**src/rtl/rqr_pkg.sv**
```systemverilog
// ----------------------------------------------------------------------------
// rqr_pkg
// Shared types and codes of the ready queue with removal.
// ----------------------------------------------------------------------------
`default_nettype none

package rqr_pkg;

  localparam int unsigned KIND_W      = 2;
  localparam int unsigned TASK_W      = 8;
  localparam int unsigned STATUS_W    = 2;
  localparam int unsigned COUNT_OUT_W = 4;

  typedef enum logic [KIND_W-1:0] {
    KIND_PUSH   = 2'd0,
    KIND_POP    = 2'd1,
    KIND_REMOVE = 2'd2
  } kind_e;

  typedef enum logic [STATUS_W-1:0] {
    ST_OK        = 2'd0,
    ST_EMPTY     = 2'd1,
    ST_FULL      = 2'd2,
    ST_NOT_FOUND = 2'd3
  } status_e;

  typedef struct packed {
    logic [TASK_W-1:0]      head_task;
    status_e                status;
    logic [COUNT_OUT_W-1:0] entry_count;
  } res_t;

endpackage

`default_nettype wire

```
**src/rtl/rqr_in_if.sv**
```systemverilog
// ----------------------------------------------------------------------------
// rqr_in_if
// Operation channel: valid/ready handshake with kind and task number.
// ----------------------------------------------------------------------------
`default_nettype none

interface rqr_in_if;
  logic                       valid;
  logic                       ready;
  logic [rqr_pkg::KIND_W-1:0] kind;
  logic [rqr_pkg::TASK_W-1:0] task_id;

  modport source (output valid, output kind, output task_id, input ready);
  modport sink   (input valid, input kind, input task_id, output ready);
endinterface

`default_nettype wire

```
**src/rtl/rqr_out_if.sv**
```systemverilog
// ----------------------------------------------------------------------------
// rqr_out_if
// Result channel: valid/ready handshake with head task, status and count.
// ----------------------------------------------------------------------------
`default_nettype none

interface rqr_out_if;
  logic                            valid;
  logic                            ready;
  logic [rqr_pkg::TASK_W-1:0]      head_task;
  logic [rqr_pkg::STATUS_W-1:0]    status;
  logic [rqr_pkg::COUNT_OUT_W-1:0] entry_count;

  modport source (output valid, output head_task, output status, output entry_count,
                  input ready);
  modport sink   (input valid, input head_task, input status, input entry_count,
                  output ready);
endinterface

`default_nettype wire

```
**src/rtl/ready_queue_with_removal_top.sv**
```systemverilog
// ----------------------------------------------------------------------------
// ready_queue_with_removal_top
// Ordered task queue with push, pop head and remove by value.
//
// Channels: in_i takes one operation beat (kind, task_id); out_o returns one
// result beat (head_task, status, entry_count) for every operation, in order.
// Pipeline: an input register and a result register bracket the queue update
// logic, and the result beat is driven from the result register.
// Throughput: one operation per cycle unless out_o stalls; the queue entries
// are compared and shifted in parallel.
// Reset: the queue is emptied; pending beats in both registers are dropped.
// Stall: a held result keeps its register; the input register then fills and
// in_i.ready falls until out_o.ready returns.
// ----------------------------------------------------------------------------
`default_nettype none

module ready_queue_with_removal_top #(
  parameter int unsigned QUEUE_DEPTH = 8
) (
  input  logic      clk_i,
  input  logic      rst_ni,
  rqr_in_if.sink    in_i,
  rqr_out_if.source out_o
);
  import rqr_pkg::*;

  localparam int unsigned AW = (QUEUE_DEPTH > 1) ? $clog2(QUEUE_DEPTH) : 1;
  localparam int unsigned CW = $clog2(QUEUE_DEPTH + 1);

  logic              s1_valid_q;
  logic [KIND_W-1:0] s1_kind_q;
  logic [TASK_W-1:0] s1_task_q;
  logic              s1_adv;
  logic              in_fire;

  logic              out_valid_q;
  res_t              res_q;
  res_t              res_d;

  logic [TASK_W-1:0] entries_q [QUEUE_DEPTH];
  logic [TASK_W-1:0] entries_d [QUEUE_DEPTH];
  logic [CW-1:0]     count_q;
  logic [CW-1:0]     count_d;

  logic [QUEUE_DEPTH-1:0] match;
  logic [QUEUE_DEPTH-1:0] shift_mask;
  logic                   found;

  assign s1_adv     = s1_valid_q && (!out_valid_q || out_o.ready);
  assign in_i.ready = !s1_valid_q || s1_adv;
  assign in_fire    = in_i.valid && in_i.ready;

  for (genvar g = 0; g < QUEUE_DEPTH; g++) begin : g_match
    assign match[g]      = (CW'(g) < count_q) && (entries_q[g] == s1_task_q);
    assign shift_mask[g] = |match[g:0];
  end

  assign found = |match;

  always_comb begin
    entries_d         = entries_q;
    count_d           = count_q;
    res_d.head_task   = '0;
    res_d.status      = ST_OK;
    case (kind_e'(s1_kind_q))
      KIND_PUSH: begin
        if (count_q == CW'(QUEUE_DEPTH)) begin
          res_d.status = ST_FULL;
        end else begin
          entries_d[count_q[AW-1:0]] = s1_task_q;
          count_d = count_q + 1'b1;
        end
      end
      KIND_POP: begin
        if (count_q == '0) begin
          res_d.status = ST_EMPTY;
        end else begin
          res_d.head_task = entries_q[0];
          for (int k = 0; k < QUEUE_DEPTH - 1; k++) begin
            entries_d[k] = entries_q[k+1];
          end
          count_d = count_q - 1'b1;
        end
      end
      KIND_REMOVE: begin
        if (!found) begin
          res_d.status = ST_NOT_FOUND;
        end else begin
          for (int k = 0; k < QUEUE_DEPTH - 1; k++) begin
            if (shift_mask[k]) begin
              entries_d[k] = entries_q[k+1];
            end
          end
          count_d = count_q - 1'b1;
        end
      end
      default: ;
    endcase
    res_d.entry_count = COUNT_OUT_W'(count_d);
  end

  always_ff @(posedge clk_i or negedge rst_ni) begin
    if (!rst_ni) begin
      s1_valid_q <= 1'b0;
    end else if (in_fire) begin
      s1_valid_q <= 1'b1;
    end else if (s1_adv) begin
      s1_valid_q <= 1'b0;
    end
  end

  always_ff @(posedge clk_i) begin
    if (in_fire) begin
      s1_kind_q <= in_i.kind;
      s1_task_q <= in_i.task_id;
    end
  end

  always_ff @(posedge clk_i or negedge rst_ni) begin
    if (!rst_ni) begin
      count_q     <= '0;
      out_valid_q <= 1'b0;
    end else begin
      if (s1_adv) begin
        count_q     <= count_d;
        out_valid_q <= 1'b1;
      end else if (out_o.ready) begin
        out_valid_q <= 1'b0;
      end
    end
  end

  always_ff @(posedge clk_i) begin
    if (s1_adv) begin
      entries_q <= entries_d;
      res_q     <= res_d;
    end
  end

  assign out_o.valid       = out_valid_q;
  assign out_o.head_task   = res_q.head_task;
  assign out_o.status      = res_q.status;
  assign out_o.entry_count = res_q.entry_count;

`ifndef SYNTHESIS
  a_count_bound: assert property (@(posedge clk_i) disable iff (!rst_ni)
    count_q <= CW'(QUEUE_DEPTH))
    else $error("queue count beyond depth");

  a_empty_only_at_zero: assert property (@(posedge clk_i) disable iff (!rst_ni)
    s1_adv && (res_d.status == ST_EMPTY) |-> count_q == '0)
    else $error("empty status with entries held");

  a_result_loaded: assert property (@(posedge clk_i) disable iff (!rst_ni)
    s1_adv |=> out_valid_q)
    else $error("result register not loaded");

  a_pop_drops_one: assert property (@(posedge clk_i) disable iff (!rst_ni)
    s1_adv && (s1_kind_q == KIND_POP) && (count_q != '0)
    |=> count_q == $past(count_q) - 1'b1)
    else $error("pop did not drop one entry");
`endif

endmodule

`default_nettype wire

```
**src/flat_wrapper.sv**
```systemverilog
// flat-port wrapper written by rule: the top's interface ports become plain ports
module ready_queue_with_removal_top_flat import rqr_pkg::*;
#(
  parameter int unsigned QUEUE_DEPTH = 8
)
  (clk_i, rst_ni, in_i_valid, in_i_kind, in_i_task_id, in_i_ready, out_o_valid, out_o_head_task, out_o_status, out_o_entry_count, out_o_ready);
  rqr_in_if in_i_i ();
  rqr_out_if out_o_i ();
  input  logic clk_i;
  input  logic rst_ni;
  input wire logic [$bits(in_i_i.valid)-1:0] in_i_valid;
  input wire logic [$bits(in_i_i.kind)-1:0] in_i_kind;
  input wire logic [$bits(in_i_i.task_id)-1:0] in_i_task_id;
  output wire logic [$bits(in_i_i.ready)-1:0] in_i_ready;
  output wire logic [$bits(out_o_i.valid)-1:0] out_o_valid;
  output wire logic [$bits(out_o_i.head_task)-1:0] out_o_head_task;
  output wire logic [$bits(out_o_i.status)-1:0] out_o_status;
  output wire logic [$bits(out_o_i.entry_count)-1:0] out_o_entry_count;
  input wire logic [$bits(out_o_i.ready)-1:0] out_o_ready;
  assign in_i_i.valid = in_i_valid;
  assign in_i_i.kind = in_i_kind;
  assign in_i_i.task_id = in_i_task_id;
  assign in_i_ready = in_i_i.ready;
  assign out_o_valid = out_o_i.valid;
  assign out_o_head_task = out_o_i.head_task;
  assign out_o_status = out_o_i.status;
  assign out_o_entry_count = out_o_i.entry_count;
  assign out_o_i.ready = out_o_ready;
  ready_queue_with_removal_top #(.QUEUE_DEPTH(QUEUE_DEPTH)) u_core (.clk_i(clk_i), .rst_ni(rst_ni), .in_i(in_i_i), .out_o(out_o_i));
endmodule
```
**config.mk**
```make
export PLATFORM = sky130hd
export DESIGN_NAME = ready_queue_with_removal_top_flat
export DESIGN_NICKNAME = d
export VERILOG_FILES = /design/src/rtl/rqr_pkg.sv /design/src/rtl/rqr_in_if.sv /design/src/rtl/rqr_out_if.sv /design/src/rtl/ready_queue_with_removal_top.sv /design/src/flat_wrapper.sv
export SDC_FILE = /design/constraint.sdc
export NUM_CORES = 1
export LEC_CHECK = 0
export ABC_AREA = 1
export BUFFER_PORTS_ARGS = -buffer_cell sky130_fd_sc_hd__buf_2
export CORE_ASPECT_RATIO = 0.7
export CORE_MARGIN = 8
export CORE_UTILIZATION = 55
export CTS_CLUSTER_DIAMETER = 100
export DETAILED_ROUTE_END_ITERATION = 16
export PLACE_DENSITY = 0.83
export REMOVE_ABC_BUFFERS = 1
export SETUP_SLACK_MARGIN = 0.02
export SLEW_MARGIN = 15
export SYNTH_ARGS = -nofsm -noshare
export SYNTH_HDL_FRONTEND = slang
export SYNTH_SLANG_ARGS = --single-unit
```
**constraint.sdc**
```tcl
create_clock -name clk_i -period 4.9 [get_ports clk_i]
set_clock_uncertainty 0.1 [all_clocks]
set_input_delay 0.735 -clock clk_i [delete_from_list [all_inputs] [get_ports clk_i]]
set_output_delay 0.735 -clock clk_i [all_outputs]
set_load 0.01 [all_outputs]
```
==> flow_summary.yaml <==
synth:
  ys_warn_count: 0
  synthCells: 619
  synth-edff-count: 88
  synth_cell_types: 35
  ys_seq_area_frac: 0.5186
  synth_top_cell_area_share: 0.4907
  synth_top_cell_by_area: "edfxtp_1"
  syn-mean-instance-area_um2: 8.700
  async_reset_ff_frac: 0.06383
  synth-seq-cells: 94
  synth_area_leaders: "edfxtp_1 49%, nand2_1 13%, nand3_1 5.3%"
  synth_area_mm2: 0.005385
  yosys_most_used_dff: "edfxtp_1"
setup_path:
  cp_max_fo: 10
  reg2regPathDepth: 9
  cp.required_ns: 4.76
  critPathLaunch: "u_core.count_q[0]$_DFFE_PN0P_"
  rr_endpoint: "u_core.entries_q[8]$_DFFE_PP_"
  worstSetupPathType: "reg -> reg"
  r2r_start: "u_core.count_q[0]$_DFFE_PN0P_"
  cp-start-kind: "flop"
  cp-end-kind: "flop"
  worstPathArrival_ns: 3.61
  r2r_slack_ns: 1.15
layout:
  layout.cells.non_filler: 767
  multi_input_area_mm2: 0.002098
  seqCellArea_mm2: 0.002793
  n_antenna_cell: 0
  final_cell_mix: "180 x nand2_1, 88 x edfxtp_1, 76 x inv_1"
  drive_gt1_frac: 0.1221
  syn2layout_area_growth_pct: 8.690
  final_common_cell: "nand2_1"
  nNetsFinal: 655
  fillers: 821
routing:
  ant_nets: 0
  drtIter0Drc: 559
  firstDrtPassIters: 5
  drc: 0
  totalWireLength_um: 12880
  wl_per_cell_um: 16.79
  vias_per_cell: 5.824
  num_vias: 4467
timing:
  setup_viol_count_final: 0
  setup_tns_ns: 0
  hold_violations: 0
  fin_crit_ns: 3.745
  slew_headroom: 0.2210
  fin_crit_sh: 0.7643
  grt_setup_unrepaired: "false"
  fmaxAchievable_ghz: 0.2670
  worst_pin_slew_ns: 1.160
  drv_slew: 0
run_status:
  status: "finished, final reports clean"
floorplanning:
  die_h_um: 98.79
  start_util: 0.5604
  num_io_pins: 30
  core_mm2: 0.009609
  dieArea_mm2: 0.01326
  fp.dieW_um: 134.3
  rows: 30
clocking:
  post-cts-setup-buffers: 0
  cts_buffers: 9
  h-tree-depth: 3
  cts_tree: "yes"
  post_cts_resized: 0
  path_clk_slew_ns: 0.07
  clkSinkCount: 94
  clk_latency_ns: 0.35
  cts_root_buffer: "clkbuf_16"
  cts_hold_buf: 0
  cts_buffer_depth: 2
placed_design:
  dp_cells: 750
  globalplace.congestion: 0.9224
  portBuffers: 29
  dp_hpwl_um: 9449
run:
  drv_cap: 0
global_route:
  grt_pass1_wl_um: 20670
  grt_pass1_vias: 4258
  grt_max_degree: 36
  antenna_found_initial: 0
  gr-usage-all-layers: 0.1948
  grt-ovfl-total: 0
power_and_ir_drop:
  leakagePower_nw: 2.538
  ir_drop_v: 0.0002861
  powerDensity_mw_per_mm2: 451.9
min_path:
  min_path_type: "in -> async"
==> state kept, by name, indices dropped and copies added, names as in the netlist <==
name and count:
u_core.s1_valid_q 1, u_core.out_o.entry_count 4, u_core.count_q 4, u_core.out_o.status 2, u_core.out_o.head_task 8, u_core.out_o.valid 1, u_core.entries_q 64, u_core.s1_task_q 8
u_core.s1_kind_q 2
==> per-layer routing <==
metal  share of wire  vias to the layer above  wire length, um  global-route usage
met5               0                        -                0                   0
met4           0.016                        0              208             0.06707
met3           0.093                       24             1198             0.04522
met2            0.46                      223             5866              0.3043
met1            0.44                     2122             5603              0.2604
li1                -                     2098                -                   -
==> report_power, final <==
part           internal, mW  switching [mW]
Combinational         0.224           0.523
Sequential             1.04           0.117
Clock                 0.443           0.297
==> logic make-up after synthesis <==
| group | Yosys count | synth area share |
|---|---|---|
| adders and majority gates | 7 | 0.01626 |
| and+or+nand+nor | 311 | 0.2507 |
| buffers and inverters | 114 | 0.09363 |
| xor gates and xnor gates | 16 | 0.02742 |
| AOI/OAI and AO/OA | 77 | 0.09340 |
| DFF | 94 | 0.5186 |
==> cell usage after synthesis (4+ instances only) <==
cell and number:
a21oi_1 8, a32o_1 10, buf_2 4, buf_4 5
buf_6 7, clkbuf_1 12, dfrtp_1 6, edfxtp_1 88
ha_1 7, inv_1 76, inv_2 9, nand2_1 180
nand2_2 8, nand3_1 57, nand4_1 10, nor2_1 40
nor3_1 5, o21ai_0 38, o32ai_1 10, xnor2_1 10
xor2_1 5
==> stage by stage <==
stage	total power [mW]	setup WS [ns]	cell area, um2	util	hold WS (ns)
2_1_floorplan	1.657	2.078	5204	-	0.3394
3_3_place_gp	1.864	1.311	5524	0.5749	0.4016
3_5_place_dp	1.893	1.202	5524	0.5749	0.4114
4_1_cts	2.624	1.145	5838	0.6076	0.1151
5_1_grt	2.768	0.8524	5853	0.6091	0.1183
6_report	2.645	1.155	5853	0.6091	0.1069
==> cell type report <==
class,count,area share
sequential,94,0.4771
timing repair buffer,32,0.02822
tap,128,0.02736
multi-input combinational,411,0.3585
clock buffer,9,0.03848
clock inverter,7,0.01518
inverter,86,0.05515
==> worst max path at each step <==
| stage | end | slack [ns] | depth (start not counted) |
|---|---|---|---|
| global placement | u_core.entries_q[40]$_DFFE_PP_ | 1.31 | 9 |
| detailed placement | u_core.entries_q[56]$_DFFE_PP_ | 1.20 | 9 |
| global route | u_core.entries_q[18]$_DFFE_PP_ | 0.85 | 8 |
| CTS | u_core.entries_q[58]$_DFFE_PP_ | 1.15 | 9 |
| finish | u_core.entries_q[8]$_DFFE_PP_ | 1.15 | 9 |
| floorplan | u_core.entries_q[24]$_DFFE_PP_ | 2.08 | 13 |
==> critical path, cell delays in order, from the launching register on <==
cell      delay (ns)
dfrtp_1         0.55
clkinv_1        0.33
ha_1            0.35
nand2_1         0.13
nor2_1          0.08
nand2_1         0.13
inv_1           0.06
nor3_2          0.39
inv_1           0.25
nor3_1          0.98
Power figures use the tool's default switching activity.
